### src/rtl/i2cseq_pkg.sv
// i2cseq_pkg: beat types and command codes for the I2C command bit sequencer.
// No dependencies; imported by i2cseq_fsm and i2c_command_bit_sequencer.
package i2cseq_pkg;

    localparam logic [7:0] CMD_START   = 8'h00;
    localparam logic [7:0] CMD_STOP    = 8'h20;
    localparam logic [7:0] CMD_RD_NACK = 8'h60;
    localparam logic [7:0] CMD_WR      = 8'h80;
    localparam logic [7:0] CMD_RPT     = 8'hC0;
    localparam logic [7:0] CMD_CFG     = 8'hE0;

    localparam logic [3:0] BYTE_BITS   = 4'd8;
    localparam logic [3:0] BYTE_MSB    = 4'd7;

    typedef struct packed {
        logic       byte_valid;
        logic [7:0] tx_byte;
        logic       sda_in;
    } tick_beat_t;

    typedef struct packed {
        logic        drive_valid;
        logic        scl_out;
        logic        sda_out;
        logic        byte_taken;
        logic        rx_valid;
        logic [7:0]  rx_data;
        logic        unknown_cmd;
        logic [15:0] wait_cycles;
    } drive_beat_t;

endpackage

### src/rtl/i2cseq_fsm.sv
// i2cseq_fsm: command sequencer state machine; one tick per step, result registered.
// Depends on i2cseq_pkg.
module i2cseq_fsm (
    input  logic                     clk,
    input  logic                     rst_n,
    input  logic                     step,
    input  i2cseq_pkg::tick_beat_t   tick,
    output i2cseq_pkg::drive_beat_t  result
);
    import i2cseq_pkg::*;

    typedef enum logic [3:0] {
        S_WAIT_CMD     = 4'd0,
        S_WAIT_RPT_CMD = 4'd1,
        S_WAIT_CFG     = 4'd2,
        S_START0       = 4'd3,
        S_STOP0        = 4'd4,
        S_STOP1        = 4'd5,
        S_WR0          = 4'd6,
        S_WR1          = 4'd7,
        S_WAIT_RPT     = 4'd8
    } seq_state_t;

    seq_state_t  state_reg, state_next;
    logic [15:0] div_reg, div_next;
    logic [7:0]  rleft_reg, rleft_next;
    logic [7:0]  rcmd_reg, rcmd_next;
    logic [15:0] shift_reg, shift_next;
    logic [3:0]  bits_reg, bits_next;
    logic        reading_reg, reading_next;
    logic        last_scl_reg, last_scl_next;
    logic        last_sda_reg, last_sda_next;
    drive_beat_t result_reg, result_next;

    logic        cmd_go;
    logic        cmd_unk_flag;
    logic [7:0]  cmd_code;
    logic [15:0] div_wait;
    logic [15:0] wr_src;
    logic        scl_tog;

    assign div_wait = (div_reg == 16'd0) ? 16'd1 : div_reg;
    assign scl_tog  = ~last_scl_reg;
    assign wr_src   = (bits_reg == BYTE_BITS) ? {8'd0, tick.tx_byte} : shift_reg;

    always_comb
    begin
        state_next    = state_reg;
        div_next      = div_reg;
        rleft_next    = rleft_reg;
        rcmd_next     = rcmd_reg;
        shift_next    = shift_reg;
        bits_next     = bits_reg;
        reading_next  = reading_reg;
        last_scl_next = last_scl_reg;
        last_sda_next = last_sda_reg;
        result_next   = '0;
        result_next.wait_cycles = 16'd1;
        cmd_go        = 1'b0;
        cmd_unk_flag  = 1'b0;
        cmd_code      = tick.tx_byte;

        if (reading_reg)
        begin
            last_scl_next       = scl_tog;
            result_next.drive_valid = 1'b1;
            result_next.scl_out = scl_tog;
            result_next.sda_out = 1'b1;
            if (scl_tog)
            begin
                shift_next = {shift_reg[14:0], tick.sda_in};
                bits_next  = bits_reg - 4'd1;
                result_next.wait_cycles = div_wait;
                if (bits_reg == 4'd1)
                begin
                    result_next.rx_valid = 1'b1;
                    result_next.rx_data  = shift_next[7:0];
                    reading_next = 1'b0;
                end
            end
        end
        else
        begin
            unique case (state_reg)
                S_WAIT_RPT_CMD:
                begin
                    if (tick.byte_valid)
                    begin
                        result_next.byte_taken = 1'b1;
                        rcmd_next    = tick.tx_byte;
                        rleft_next   = rleft_reg - 8'd1;
                        cmd_go       = 1'b1;
                        cmd_unk_flag = 1'b1;
                    end
                end
                S_WAIT_CFG:
                begin
                    if (tick.byte_valid)
                    begin
                        result_next.byte_taken = 1'b1;
                        if (bits_reg == 4'd0)
                            shift_next = {tick.tx_byte, 8'd0};
                        else
                        begin
                            div_next   = shift_reg | {8'd0, tick.tx_byte};
                            state_next = S_WAIT_CMD;
                        end
                        bits_next = bits_reg + BYTE_BITS;
                    end
                end
                S_START0:
                begin
                    state_next = S_WAIT_CMD;
                    result_next.drive_valid = 1'b1;
                    result_next.scl_out     = 1'b1;
                    result_next.wait_cycles = div_wait;
                    last_scl_next = 1'b1;
                end
                S_STOP0:
                begin
                    state_next = S_STOP1;
                    result_next.drive_valid = 1'b1;
                    result_next.scl_out     = 1'b1;
                    result_next.wait_cycles = div_wait;
                    last_scl_next = 1'b1;
                end
                S_STOP1:
                begin
                    state_next = S_WAIT_CMD;
                    result_next.drive_valid = 1'b1;
                    result_next.scl_out     = 1'b1;
                    result_next.sda_out     = 1'b1;
                    result_next.wait_cycles = div_wait;
                    last_scl_next = 1'b1;
                end
                S_WR0:
                begin
                    if (bits_reg != BYTE_BITS || tick.byte_valid)
                    begin
                        last_sda_next = wr_src[BYTE_MSB];
                        shift_next    = {wr_src[14:0], 1'b0};
                        bits_next     = bits_reg - 4'd1;
                        state_next    = S_WR1;
                        result_next.drive_valid = 1'b1;
                        result_next.scl_out     = 1'b0;
                        result_next.sda_out     = wr_src[BYTE_MSB];
                        result_next.wait_cycles = div_wait;
                        last_scl_next = 1'b0;
                    end
                end
                S_WR1:
                begin
                    if (bits_reg != 4'd0 || tick.byte_valid)
                    begin
                        if (bits_reg == 4'd0)
                        begin
                            result_next.byte_taken = 1'b1;
                            state_next = S_WAIT_CMD;
                        end
                        else
                            state_next = S_WR0;
                        result_next.drive_valid = 1'b1;
                        result_next.scl_out     = 1'b1;
                        result_next.sda_out     = last_sda_reg;
                        result_next.wait_cycles = div_wait;
                        last_scl_next = 1'b1;
                    end
                end
                S_WAIT_RPT:
                begin
                    if (tick.byte_valid)
                    begin
                        result_next.byte_taken = 1'b1;
                        rleft_next = tick.tx_byte;
                        state_next = S_WAIT_RPT_CMD;
                    end
                end
                default:
                begin
                    state_next = S_WAIT_CMD;
                    if (rleft_reg != 8'd0)
                    begin
                        rleft_next = rleft_reg - 8'd1;
                        cmd_code   = rcmd_reg;
                        cmd_go     = 1'b1;
                    end
                    else if (tick.byte_valid)
                    begin
                        result_next.byte_taken = 1'b1;
                        cmd_go       = 1'b1;
                        cmd_unk_flag = 1'b1;
                    end
                end
            endcase

            if (cmd_go)
            begin
                unique case (cmd_code)
                    CMD_CFG:
                    begin
                        state_next = S_WAIT_CFG;
                        bits_next  = 4'd0;
                    end
                    CMD_START:
                    begin
                        state_next = S_START0;
                        result_next.drive_valid = 1'b1;
                        result_next.scl_out     = 1'b1;
                        result_next.sda_out     = 1'b1;
                        result_next.wait_cycles = div_wait;
                        last_scl_next = 1'b1;
                    end
                    CMD_STOP:
                    begin
                        state_next = S_STOP0;
                        result_next.drive_valid = 1'b1;
                        result_next.wait_cycles = div_wait;
                        last_scl_next = 1'b0;
                    end
                    CMD_WR:
                    begin
                        state_next = S_WR0;
                        bits_next  = BYTE_BITS;
                    end
                    CMD_RD_NACK:
                    begin
                        state_next   = S_WAIT_CMD;
                        reading_next = 1'b1;
                        bits_next    = BYTE_BITS;
                    end
                    CMD_RPT:
                        state_next = S_WAIT_RPT;
                    default:
                        result_next.unknown_cmd = cmd_unk_flag;
                endcase
            end
        end
    end

    // repeat command store has no reset; it is read only after being written
    always_ff @(posedge clk)
    begin
        if (step)
            rcmd_reg <= rcmd_next;
    end

    always_ff @(posedge clk or negedge rst_n)
    begin
        if (!rst_n)
        begin
            state_reg    <= S_WAIT_CMD;
            div_reg      <= 16'd0;
            rleft_reg    <= 8'd0;
            shift_reg    <= 16'd0;
            bits_reg     <= 4'd0;
            reading_reg  <= 1'b0;
            last_scl_reg <= 1'b1;
            last_sda_reg <= 1'b1;
            result_reg   <= '0;
        end
        else if (step)
        begin
            state_reg    <= state_next;
            div_reg      <= div_next;
            rleft_reg    <= rleft_next;
            shift_reg    <= shift_next;
            bits_reg     <= bits_next;
            reading_reg  <= reading_next;
            last_scl_reg <= last_scl_next;
            last_sda_reg <= last_sda_next;
            result_reg   <= result_next;
        end
    end

    assign result = result_reg;

    a_read_ends_high: assert property (@(posedge clk) disable iff (!rst_n)
        step && reading_reg && result_next.rx_valid |=> !reading_reg && last_scl_reg)
        else $error("read completed without SCL high");

    a_wr_bits_range: assert property (@(posedge clk) disable iff (!rst_n)
        (state_reg == S_WR1) |-> (bits_reg <= BYTE_MSB))
        else $error("write bit counter out of range in high phase");

    a_rx_only_reading: assert property (@(posedge clk) disable iff (!rst_n)
        step && result_next.rx_valid |-> reading_reg)
        else $error("received byte outside a read");

endmodule

### src/rtl/i2c_command_bit_sequencer.sv
// i2c_command_bit_sequencer: top level; tick channel in, drive/result channel out.
// Depends on i2cseq_pkg and i2cseq_fsm.
//
//   channel | valid     | stall     | beat
//   --------+-----------+-----------+-------------------------------
//   tick in | cmd_valid | cmd_stall | cmd_beat (i2cseq_pkg::tick_beat_t)
//   result  | res_valid | res_stall | res_beat (i2cseq_pkg::drive_beat_t)
//
// One tick per clock while cmd_stall is low; its result is in the output register in the cycle after accept.
// The only throttle is the single output register: cmd_stall is high while a
// result is held and res_stall is high.
// Reset returns the sequencer to wait-for-command with divider 0 and an empty output.
module i2c_command_bit_sequencer (
    input  logic                     clk,
    input  logic                     rst_n,
    input  logic                     cmd_valid,
    output logic                     cmd_stall,
    input  i2cseq_pkg::tick_beat_t   cmd_beat,
    output logic                     res_valid,
    input  logic                     res_stall,
    output i2cseq_pkg::drive_beat_t  res_beat
);
    import i2cseq_pkg::*;

    logic res_valid_reg, res_valid_next;
    logic step;

    assign cmd_stall      = res_valid_reg && res_stall;
    assign step           = cmd_valid && !cmd_stall;
    assign res_valid_next = step || (res_valid_reg && res_stall);

    i2cseq_fsm u_fsm (
        .clk    (clk),
        .rst_n  (rst_n),
        .step   (step),
        .tick   (cmd_beat),
        .result (res_beat)
    );

    always_ff @(posedge clk or negedge rst_n)
    begin
        if (!rst_n)
            res_valid_reg <= 1'b0;
        else
            res_valid_reg <= res_valid_next;
    end

    assign res_valid = res_valid_reg;

    a_accept_gives_result: assert property (@(posedge clk) disable iff (!rst_n)
        step |=> res_valid)
        else $error("accepted tick produced no result");

    a_no_accept_when_full: assert property (@(posedge clk) disable iff (!rst_n)
        res_valid && res_stall |-> cmd_stall)
        else $error("tick accepted over a held result");

    a_rx_is_scl_high: assert property (@(posedge clk) disable iff (!rst_n)
        res_valid && res_beat.rx_valid |-> res_beat.drive_valid && res_beat.scl_out)
        else $error("received byte without SCL high drive");

    a_idle_lines_low: assert property (@(posedge clk) disable iff (!rst_n)
        res_valid && !res_beat.drive_valid |-> !res_beat.scl_out && !res_beat.sda_out
            && res_beat.wait_cycles == 16'd1)
        else $error("undriven tick with line levels or long wait");

    a_wait_nonzero: assert property (@(posedge clk) disable iff (!rst_n)
        res_valid |-> res_beat.wait_cycles != 16'd0)
        else $error("zero wait");

endmodule

### config.mk
export PLATFORM = sky130hd
export DESIGN_NAME = i2c_command_bit_sequencer
export DESIGN_NICKNAME = d
export VERILOG_FILES = /design/src/rtl/i2cseq_pkg.sv /design/src/rtl/i2cseq_fsm.sv /design/src/rtl/i2c_command_bit_sequencer.sv
export SDC_FILE = /design/constraint.sdc
export NUM_CORES = 1
export LEC_CHECK = 0
export BUFFER_PORTS_ARGS = -buffer_cell sky130_fd_sc_hd__buf_2
export CAP_MARGIN = 0
export CORE_MARGIN = 3
export CORE_UTILIZATION = 30
export CTS_CLUSTER_SIZE = 10
export DETAILED_ROUTE_END_ITERATION = 6
export MAX_ROUTING_LAYER = met4
export SETUP_SLACK_MARGIN = 0.1
export SLEW_MARGIN = 0
export SYNTH_ARGS = -nofsm -noshare
export SYNTH_HDL_FRONTEND = slang
export SYNTH_SLANG_ARGS = --single-unit
### constraint.sdc
create_clock -name clk -period 3 [get_ports clk]
set_input_delay 0.15 -clock clk [delete_from_list [all_inputs] [get_ports clk]]
set_output_delay 0.15 -clock clk [all_outputs]
set_load 0.02 [all_outputs]
==> key figures <==
Outcome
  – Status: finished, violations left
  – Violated checks: hold timing

Synthesis
  – Asr flop ratio synth: 0.9111
  – Leading area contributor after synthesis: dfrtp_1
  – Yosys warning count: 0
  – Top FF cell, synth: dfrtp_1
  – Library cells used by synthesis: 73
  – Yosys reg bits: 90
  – Synthesized net count: roughly 500
  – Ranking of synthesized cells by area: dfrtp_1 (42%), nor2_1 (5.5%), edfxtp_1 (5.0%)
  – Synth Cell Area: around 4800 um^2
  – Syn avg cell area: ~10 um^2
  – Most frequent cell after synthesis: dfrtp_1
  – Top-area cell type share of the netlist area: 0.4163
  – Top cells by count, synth: dfrtp_1 (80), nor2_1 (71), nand2_1 (35)
  – Seq/Total Area, Yosys: 0.4772
  – Post-synth EDFFs: 8
  – Syn Inst Count: between 400 and 500

Clock network
  – Max clock buf depth: 2
  – Worst-path clk slew: 0.07 ns
  – Number of setup buffers added after CTS: 0
  – TritonCTS buffer count: 9
  – # H-tree levels: 3
  – # clock sinks: 90
  – CTS Root Cell: clkbuf_16
  – CTS tree: done
  – Hold_buf cts: 0
  – Post-cts sizing count: 0
  – Clk_lat worst skew: about 0.35 ns

Layout
  – Area Overhead vs Synth: 14.68%
  – Max FFs per register: 30
  – Diodes inserted: 0
  – Layout cell share with drive strength beyond 1: 0.2079
  – Filler Cells Inserted: between 1500 and 2000
  – Nets: roughly 540

Critical path
  – Setup crit end kind: flop
  – Reg-to-Reg Start: u_fsm.rleft_reg[0]$_DFFE_PN0P_
  – Worst EP required: 3.23 ns
  – Worst R2R End: u_fsm.result[15]$_DFFE_PN0P_
  – Setup CP Type: reg2reg
  – WP data arrival: approximately 2.9 ns
  – Setup slack on the worst flop-to-flop path: roughly 0.35 ns
  – Reg2Reg Depth: 9
  – CP startpoint kind: flop
  – Critical Path Fanout Max: 16

STA
  – Max Slew Vio Count: 0
  – # setup viols final: 0
  – F_max: roughly 380 MHz
  – Final worst hold slack: -0.02143 ns
  – Final hold vios: 21
  – Layout Skew: about 0.01 ns
  – Tcrit/Tclk final: 0.8825
  – Relative slew slack: 0.2931
  – Unrepaired setup endpoints after global routing: no
  – Post-route setup TNS: 0 ns
  – Slew @ Worst Pin: about 1.1 ns
  – Min Tclk post-route: about 2.6 ns

Power and ir drop
  – Combinational share of power: 0.386
  – NetSw: slightly above 2 mW
  – Internal: between 2 and 3 mW
  – Power share of the clock group: 0.211
  – Pwr dens: between 900 and 1000 nW/um^2
  – Leakage: approximately 2.3 nW
  – Switching Fraction: 0.4149
  – Sequential power share: 0.403
  – Peak VDD IR: about 0.33 mV

Drt
  – Post-route DRC: 0
  – Drt pass-1 iters: 5
  – Final ANT Viol Nets: 0
  – Via count: ~4000
  – WL/cell: roughly 17 um
  – WL final: roughly 12000 um
  – Vias per cell: 5.430
  – Initial DRC count: approximately 410

Global route
  – Vias in the first global route: around 3700
  – Initial antenna violation count: 0
  – Global-route wire length before repair: roughly 20000 um
  – GRT overflow: 0
  – Largest net degree at the start of global routing: 83
  – Total Routing Usage GR: 0.1482

Worst hold path
  – HP Class: in2async

Floorplanning
  – IO Pins: 46
  – Die area: between 15000 and 20000 um^2
  – Width of the die: 132.6 um
  – Starting Density: 0.3117
  – Core area: between 15000 and 20000 um^2
  – Die height: around 130 um
  – FP Rows: 45

Place
  – DP HPWL: approximately 8900 um
  – RePlAce Congestion: between 0.9 and 1
  – PortBufs: 45

Run
  – Max-cap viol count: 0
==> area by class of cell <==
class / instances / area [um^2] / area share
clock buffer: 9 / 225.2 / 0.04084
tap: 211 / 264.0 / 0.04788
multi-input combinational: 356 / 2320 / 0.4207
timing repair buffer: 58 / 325.3 / 0.05900
sequential: 90 / 2295 / 0.4162
clock inverter: 7 / 51.30 / 0.009303
inverter: 9 / 33.78 / 0.006127
==> per-layer routing <==
layer	global-route usage	share of wire	up-vias
li1	-	-	1890
met1	0.2050	0.47	1968
met2	0.2178	0.45	145
met3	0.03726	0.062	15
met4	0.03811	0.015	0
met5	-	0	-
==> cell usage in the layout, fill, tap and decap left out, types with 4 or more instances in the layout <==
master and count:
a21oi_1 34, a221oi_1 8, a22o_1 24, a31oi_1 4, buf_2 44, buf_4 14
clkbuf_16 9, dfrtp_1 80, edfxtp_1 8, inv_1 9, mux2_2 9, mux2i_1 9
nand2_1 35, nand2b_1 5, nand3_1 5, nor2_1 70, nor2b_1 7, nor3_1 16
nor3b_1 5, nor4_1 5, o21ai_0 29, o31a_1 4, o31ai_1 9
==> logic make-up after synthesis <==
logic type	Yosys count	share of synthesized area
simple gates	177	0.1871
compound gates	157	0.2420
flops	90	0.4772
buf+inv	40	0.04423
mux	18	0.03981
fa+ha+maj	3	0.007807
xor+xnor	1	0.001822
==> worst max-delay path, cell delays in order, from the launching register on <==
cell and delay, ns:
dfrtp_1 0.41, inv_1 0.07, ha_1 0.20, or4b_1 0.66
nor2_8 0.23, nor4b_2 0.09, nor3_1 0.39, a21oi_2 0.09
buf_4 0.20, a22o_1 0.19
==> power by group through the flow <==
| stage | clock network, mW | logic (mW) | registers (mW) |
|---|---|---|---|
| floorplan | 0 | 1.51 | 1.93 |
| global placement | 0 | 1.87 | 2.01 |
| detailed placement | 0 | 1.91 | 2.03 |
| CTS | 1.08 | 1.92 | 2.01 |
| global route | 1.14 | 2.14 | 2.08 |
| finish | 1.06 | 1.93 | 2.01 |
==> per-stage QoR <==
step / utilization / std cells / area [um^2] / total power [mW] / worst slack (ns)
3_5_place_dp: 0.3389 / 724 / 5229 / 3.939 / 0.3766
5_1_grt: 0.3574 / 740 / 5514 / 5.364 / 0.1858
3_3_place_gp: 0.3389 / 724 / 5229 / 3.882 / 0.4322
4_1_cts: 0.3569 / 740 / 5505 / 5.013 / 0.2804
6_report: 0.3574 / 740 / 5514 / 4.996 / 0.3524
2_1_floorplan: - / 486 / 4808 / 3.440 / 0.6916
==> how the worst max path moves through the flow <==
stage | start | end | slack [ns]
final | u_fsm.rleft_reg[0]$_DFFE_PN0P_ | u_fsm.result[15]$_DFFE_PN0P_ | 0.35
after global routing | u_fsm.rleft_reg[0]$_DFFE_PN0P_ | u_fsm.bits_reg[1]$_DFFE_PN0P_ | 0.19
after CTS | u_fsm.rleft_reg[0]$_DFFE_PN0P_ | u_fsm.state_reg[0]$_DFFE_PN0P_ | 0.28
after detailed placement | u_fsm.rleft_reg[0]$_DFFE_PN0P_ | u_fsm.result[3]$_DFFE_PN0P_ | 0.38
after global placement | u_fsm.rleft_reg[0]$_DFFE_PN0P_ | u_fsm.state_reg[0]$_DFFE_PN0P_ | 0.43
after floorplan | u_fsm.rleft_reg[0]$_DFFE_PN0P_ | u_fsm.state_reg[0]$_DFFE_PN0P_ | 0.69
No activity file was read; power rests on OpenSTA's default activity.
